<file path="src/hw/rtl/srsc_pkg.sv">
// ----------------------------------------------------------------------------
// srsc_pkg
// Shared types, constants and the CRC32 byte step for the sorted run checker.
// ----------------------------------------------------------------------------
package srsc_pkg;

  localparam int unsigned MaxKeyBytes = 4096;
  localparam int unsigned OutDepth    = 4;

  localparam logic [63:0] RunMagic    = 64'h524F_5254_534B_4445;
  localparam logic [31:0] CrcPoly     = 32'hEDB8_8320;
  localparam logic [31:0] CrcOnes     = 32'hFFFF_FFFF;
  localparam logic [31:0] HdrBytes    = 32'd48;
  localparam logic [31:0] HdrCrcAt    = 32'd36;
  localparam logic [31:0] FixedBytes  = 32'd12;
  localparam logic [31:0] RunFormat   = 32'd1;
  localparam logic [12:0] LimitReset  = 13'd4108;

  typedef enum logic [2:0] {
    PH_HDR, PH_HDR_BAD, PH_FIXED, PH_KEY, PH_END, PH_HALT
  } phase_e;

  typedef enum logic [1:0] {
    ORD_EQ, ORD_LESS, ORD_GREATER
  } order_e;

  typedef enum logic [1:0] {
    EV_HEADER, EV_RECORD, EV_VERIFIED, EV_ERROR
  } event_e;

  typedef enum logic [2:0] {
    ERR_NONE, ERR_HDR_ID, ERR_HDR_CHECK, ERR_REC_LEN,
    ERR_UNSORTED, ERR_PAYLOAD, ERR_TRAILING, ERR_TRUNCATED
  } err_e;

  typedef struct packed {
    event_e      kind;
    err_e        err;
    logic [63:0] value;
    logic [12:0] klen;
    logic [63:0] recnum;
    logic        last;
  } result_t;

  // results produced by one item, at most two
  typedef struct packed {
    logic [1:0] n;
    result_t    r0;
    result_t    r1;
  } push_t;

  function automatic logic [31:0] crc_byte(logic [31:0] crc, logic [7:0] b);
    logic [31:0] c;
    c = crc ^ {24'd0, b};
    for (int i = 0; i < 8; i++) begin
      c = (c >> 1) ^ (CrcPoly & {32{c[0]}});
    end
    return c;
  endfunction

  function automatic result_t make_res(event_e kind, err_e err, logic [63:0] value,
                                       logic [12:0] klen, logic [63:0] recnum,
                                       logic last);
    result_t r;
    r.kind   = kind;
    r.err    = err;
    r.value  = value;
    r.klen   = klen;
    r.recnum = recnum;
    r.last   = last;
    return r;
  endfunction

endpackage

</file>
<file path="src/hw/rtl/srsc_out_fifo.sv">
// ----------------------------------------------------------------------------
// srsc_out_fifo
// Small result queue; takes up to two results a cycle, delivers one when the receiver is ready.
// ----------------------------------------------------------------------------
module srsc_out_fifo #(
  parameter int unsigned Depth = srsc_pkg::OutDepth
) (
  input  logic             clk_i,
  input  logic             rst_ni,
  input  srsc_pkg::push_t  push_i,
  output logic             space_o,
  output logic             m_axis_tvalid,
  input  logic             m_axis_tready,
  output logic [143:0]     m_axis_tdata,  // error_code, record_value, key_length, record_number
  output logic [1:0]       m_axis_tuser,  // event_kind
  output logic             m_axis_tlast   // last_of_run
);
  import srsc_pkg::*;

  localparam int unsigned PtrW = (Depth > 1) ? $clog2(Depth) : 1;

  result_t         slot_q [Depth];
  logic [PtrW-1:0] wr_q, wr_d, rd_q, rd_d;
  logic [PtrW:0]   cnt_q, cnt_d;
  logic            pop;
  result_t         head;

  assign head          = slot_q[rd_q];
  assign m_axis_tvalid = (cnt_q != '0);
  assign m_axis_tdata  = {head.recnum, head.klen, head.value, head.err};
  assign m_axis_tuser  = head.kind;
  assign m_axis_tlast  = head.last;
  assign space_o       = (cnt_q <= (PtrW+1)'(Depth - 2));
  assign pop           = m_axis_tvalid & m_axis_tready;

  always_comb begin
    wr_d  = wr_q + PtrW'(push_i.n);
    rd_d  = rd_q + PtrW'(pop);
    cnt_d = cnt_q + (PtrW+1)'(push_i.n) - (PtrW+1)'(pop);
  end

  always_ff @(posedge clk_i) begin
    if (push_i.n != 2'd0) begin
      slot_q[wr_q] <= push_i.r0;
    end
    if (push_i.n == 2'd2) begin
      slot_q[wr_q + PtrW'(1)] <= push_i.r1;
    end
  end

  always_ff @(posedge clk_i or negedge rst_ni) begin
    if (!rst_ni) begin
      wr_q  <= '0;
      rd_q  <= '0;
      cnt_q <= '0;
    end else begin
      wr_q  <= wr_d;
      rd_q  <= rd_d;
      cnt_q <= cnt_d;
    end
  end

endmodule

</file>
<file path="config.mk">
export PLATFORM = sky130hd
export DESIGN_NAME = srsc_out_fifo
export DESIGN_NICKNAME = d
export VERILOG_FILES = /design/src/hw/rtl/srsc_pkg.sv /design/src/hw/rtl/srsc_out_fifo.sv
export SDC_FILE = /design/constraint.sdc
export NUM_CORES = 1
export LEC_CHECK = 0
export ABC_AREA = 1
export BUFFER_PORTS_ARGS = -buffer_cell sky130_fd_sc_hd__buf_2
export CAP_MARGIN = 0
export CORE_MARGIN = 5
export CORE_UTILIZATION = 30
export CTS_CLUSTER_DIAMETER = 120
export DETAILED_ROUTE_END_ITERATION = 10
export SLEW_MARGIN = 20
export SYNTH_ARGS = -nofsm -noshare
export SYNTH_HDL_FRONTEND = slang
export SYNTH_SLANG_ARGS = --single-unit
</file>
<file path="constraint.sdc">
create_clock -name clk_i -period 11.3 [get_ports clk_i]
set_input_delay 1.13 -clock clk_i [delete_from_list [all_inputs] [get_ports clk_i]]
set_output_delay 1.13 -clock clk_i [all_outputs]
set_load 0.02 [all_outputs]
</file>
## Word-level counts from Yosys, hierarchy flattened

Memories as Yosys holds them, arrays and structs flattened.
Index checks and enable logic that the tools add are counted.

- Register bits: 7
- Bits in latches: 0
- Bits in writable memories: 588
- ROM bits: 0
- Bits of input ports: 299
- Output and inout bits: 149
- Word-level logic and storage cells: 18
- Memories: 1

- $add $sub $neg: 5
- Multipliers: 0
- Div/mod/pow operators: 0
- Magnitude comparators: 1
- Equality and inequality tests: 1
- Shift operators: 0
- Mux-type cells: 4
- Bitwise operators: 1
- Reduce and logical (&&, ||, !) cells: 2

Memories:

| memory | words | width | rd ports | clocked after Yosys merged registers in | write ports | line | RTL |
|---|---|---|---|---|---|---|---|
| slot_q | 4 | 147 | 1 | 0 | 2 | srsc_out_fifo.sv:22 | `result_t slot_q [Depth];` |

Operators with widths:

| operator | number |
|---|---|
| 2-to-1 mux 1 bit | 4 |
| adder 3 x 2 -> 3 bit | 1 |
| less-or-equal comparator 3 x 2 -> 1 bit (second input constant) | 1 |
| nonzero test 3 bit | 1 |
| subtractor 3 x 1 -> 3 bit | 1 |
| adder 2 x 1 -> 2 bit | 1 |
| adder 2 x 1 -> 2 bit (second input constant) | 1 |
| adder 2 bit | 1 |
| == test 2 bit (second input constant) | 1 |
| nonzero test 2 bit | 1 |
| AND 1 bit | 1 |

## Longest topological paths before layout

- Word-level depth: 3
- Gate-level depth with buffers: 9
- Depth with buffers taken out: 9

## Least setup slack after synthesis

Ideal clock, no wire load.

- Path kind: in2reg
- Start: input port push_i[295] (netlist bit)
- End: memory slot_q[3][0] (netlist bit) (enable)
- Library setup time: 1.239 ns
- Data arrival time: 4.028 ns
- Required time: 10.061 ns
- Path slack: 6.033 ns
- Cell stages on the path: 5
- Path buffers: 1
- Cells stage by stage: inv_2 -> nor2_4 -> nand2_2 -> clkbuf_1 -> nand2_1

RTL lines:

| item | line | RTL |
|---|---|---|
| from (decl) | srsc_out_fifo.sv:10 | `input srsc_pkg::push_t push_i,` |
| to (decl) | srsc_out_fifo.sv:22 |  |

## Final worst setup path

- Start: register rd_q[0]
- End: output port m_axis_tdata[32]

- Longest elaborated chain between the ends: 1

RTL lines:

| item | line | RTL |
|---|---|---|
| from (decl) | srsc_out_fifo.sv:23 | `logic [PtrW-1:0] wr_q, wr_d, rd_q, rd_d;` |
| from (signal assigned) | srsc_out_fifo.sv:58 | `rd_q <= rd_d;` |
| memory (4 x 147 bit) | -- |  |
| to (decl) | srsc_out_fifo.sv:14 | `output logic [143:0] m_axis_tdata,` |

Every way passes these cells.

==> impl_metrics.yaml <==
cts:
  clkLatencyLatePin_ps: 600
  htree_levels: 3
  cts_made_buffers: 71
  post-cts-setup-buffers: 0
  tritoncts: "done"
  clk_path_buf_depth: 3
  cts_root_buf: "clkbuf_16"
  cts_hold_buf: 0
  cts_sinks: 595
  clk_pin_slew_ps: 60
  cts-resized-gates: 0
die:
  die_w_um: 319.7
  design.die.area_mm2: 0.1022
  start_util: 0.3024
  die_y_um: 319.7
  io_pins: 448
  num_rows: 113
  core_mm2: 0.09515
sta:
  setup_tns_ps: 0
  fin_worst_skew_ps: 18.53
  period_share: 0.4415
  fin_crit_ps: 4989
  maxSlewHeadroom: 0.08689
  rsz0062_at_grt: "false"
  tightestPinTransition_ps: 1370
  setup_viol: 0
  setup_slack_ps: 6311
  fmax_mhz: 200.4
  hold_violations: 0
  slew_violations: 0
logic_synthesis:
  ys_seq_elements: 595
  ys_top_cells_by_count: "739 x o21ai_0, 608 x nand2_1, 588 x edfxtp_1"
  yosysMostFrequentCell: "o21ai_0"
  synth_edf_count: 588
  yosysUniqueCellTypes: 26
  synth_area_leaders: "edfxtp_1 61%, o21ai_0 13%, nand2_1 7.9%"
  synth-main-ff-cell: "edfxtp_1"
  syn_avg_cell_area_um2: 9.349
  synthArstFlopShare: 0.01176
  syn_nets: 3381
  yosys.area.top_type: "edfxtp_1"
  yosysWarnings: 0
  synth_seq_area_share: 0.6197
  syn_area_mm2: 0.02878
  synth.top_cell.area_share: 0.6136
  syn_inst: 3078
pwr:
  ir_worst_vdd_v: 0.0002014
  intPower_w: 0.005592
  power.leakage_nw: 13.87
  switching_power_w: 0.003773
  switching_share: 0.4029
  p_clk_frac: 0.235
  p_per_area_mw_per_mm2: 274.7
  seq_power_share: 0.382
  comb_power_share: 0.383
routing:
  drc_errors: 0
  drt_iter0_drc: 1868
  wire_per_inst_um: 17.64
  ant_nets: 0
  first_pass_iters: 7
  vias_per_cell: 4.799
  wl_um: 83550
  num_vias: 22730
grt:
  grt-ovfl-total: 0
  grt_max_degree: 195
  grt_pass1_wl_um: 126700
  grt_pass1_vias: 21810
  antenna_found_initial: 32
  grt.total_usage: 0.1568
setup_path:
  cp.arrival_ps: 3860
  reg2reg_depth: 4
  worst-r2r-setup-slack_ps: 7860
  worstSetupPathType: "reg2out"
  r2r_end: "slot_q[1][29]"
  r2r-start: "wr_q[1]"
  cp_max_fo: 146
  worst_ep_required_time_ps: 10170
  crit_path_end_kind: "output pin"
  cp-start-kind: "register"
placed_design:
  dp.final_hpwl_um: 48490
  placedInstanceArea_mm2: 0.03182
  gp_congestion: 0.7666
  place_ws_ps: 6939
  port_buffers: 447
final_layout:
  drive_gt1_frac: 0.1690
  fin_area_mm2: 0.03409
  syn2layout_area_growth_pct: 18.47
  nets: 3698
flow_run:
  maxCapViolCount: 0
status:
  outcome: "complete, no violations"
hold_path:
  hold_class: "in2async"
[power groups by stage]
stage | clock [W] | sequential (W) | combinational, W
2_1_floorplan | 0 | 0.00368 | 0.00233
3_3_place_gp | 0 | 0.00361 | 0.00364
3_5_place_dp | 0 | 0.00363 | 0.00367
4_1_cts | 0.00226 | 0.00358 | 0.00368
5_1_grt | 0.00235 | 0.00364 | 0.00398
6_report | 0.00220 | 0.00358 | 0.00358
[kinds of logic after synthesis]
group	after synthesis	share of synthesized area
DFF	595	0.6197
xor gates and xnor gates	2	0.0006089
adders and majority gates	4	0.002000
AOI/OAI and AO/OA	1031	0.1793
and+or+nand+nor	1063	0.1399
buffers and inverters	383	0.05844
[worst max-delay path, stage by stage (launching register included)]
cell and delay, ps:
dfrtp_4 780, buf_12 490, buf_4 630, nor2_1 100, nor2_1 100, o21ai_0 90
o21ai_1 420, buf_2 290
[state kept, by name (all words and copies together) (netlist names)]
register and flops:
cnt_q 3, slot_q 588, rd_q 2, wr_q 2
[metal layers]
layer	share of wire	vias up	track usage
met3	0.067	144	0.03301
met4	0.031	12	0.06823
met2	0.51	639	0.2719
met1	0.40	10660	0.1888
li1	-	11270	-
met5	0.00075	-	0
[per-stage QoR]
stage / utilization / cells / hold slack (ps) / total power [W]
2_1_floorplan: - / 3078 / 449.6 / 0.006010
3_3_place_gp: 0.3344 / 4587 / 580.8 / 0.007245
3_5_place_dp: 0.3344 / 4587 / 591.3 / 0.007293
4_1_cts: 0.3575 / 4708 / 289.4 / 0.009517
5_1_grt: 0.3580 / 4726 / 317.6 / 0.009973
6_report: 0.3583 / 4735 / 356.0 / 0.009365
[cells in the final DEF (no fill, tap or decap)]
master / n
dfrtp_1: 6
clkinv_4: 2
nand2_1: 604
buf_2: 447
dfrtp_4: 1
inv_2: 2
diode_2: 27
buf_4: 18
clkinvlp_4: 2
clkinv_2: 12
bufinv_16: 5
nor2_4: 1
clkbuf_1: 16
clkinv_8: 2
clkinv_1: 8
xnor2_1: 1
inv_8: 2
nand4_4: 1
nand3_1: 4
nor2_1: 443
o21ai_1: 291
ha_1: 3
o21ai_0: 739
inv_1: 154
fa_1: 1
inv_6: 1
nand4_1: 1
edfxtp_1: 588
nand2_8: 3
buf_12: 4
xor2_1: 1
clkbuf_16: 73
nor2_2: 2
a21oi_1: 1
nand2_4: 4
[area by class of cell]
cell class	instances	area [um2]
timing repair buffer	469	2452
inverter	158	608.1
clock inverter	32	314.1
antenna	27	67.56
tap	1265	1583
multi-input combinational	2100	9341
sequential	595	17840
fill	9499	61060
clock buffer	89	1887
[worst max-delay path by stage]
stage | startpoint | end | slack [ps] | cells after the start
CTS | rd_q[0] | m_axis_tdata[32] | 6240 | 5
detailed placement | rd_q[0] | m_axis_tdata[32] | 6940 | 5
floorplan | push_i[295] | slot_q[3][0] | 6030 | 5
finish | rd_q[0] | m_axis_tdata[32] | 6310 | 7
global placement | rd_q[0] | m_axis_tdata[32] | 6880 | 7
global route | rd_q[0] | m_axis_tdata[32] | 5980 | 7
Power figures use the tool's default switching activity.
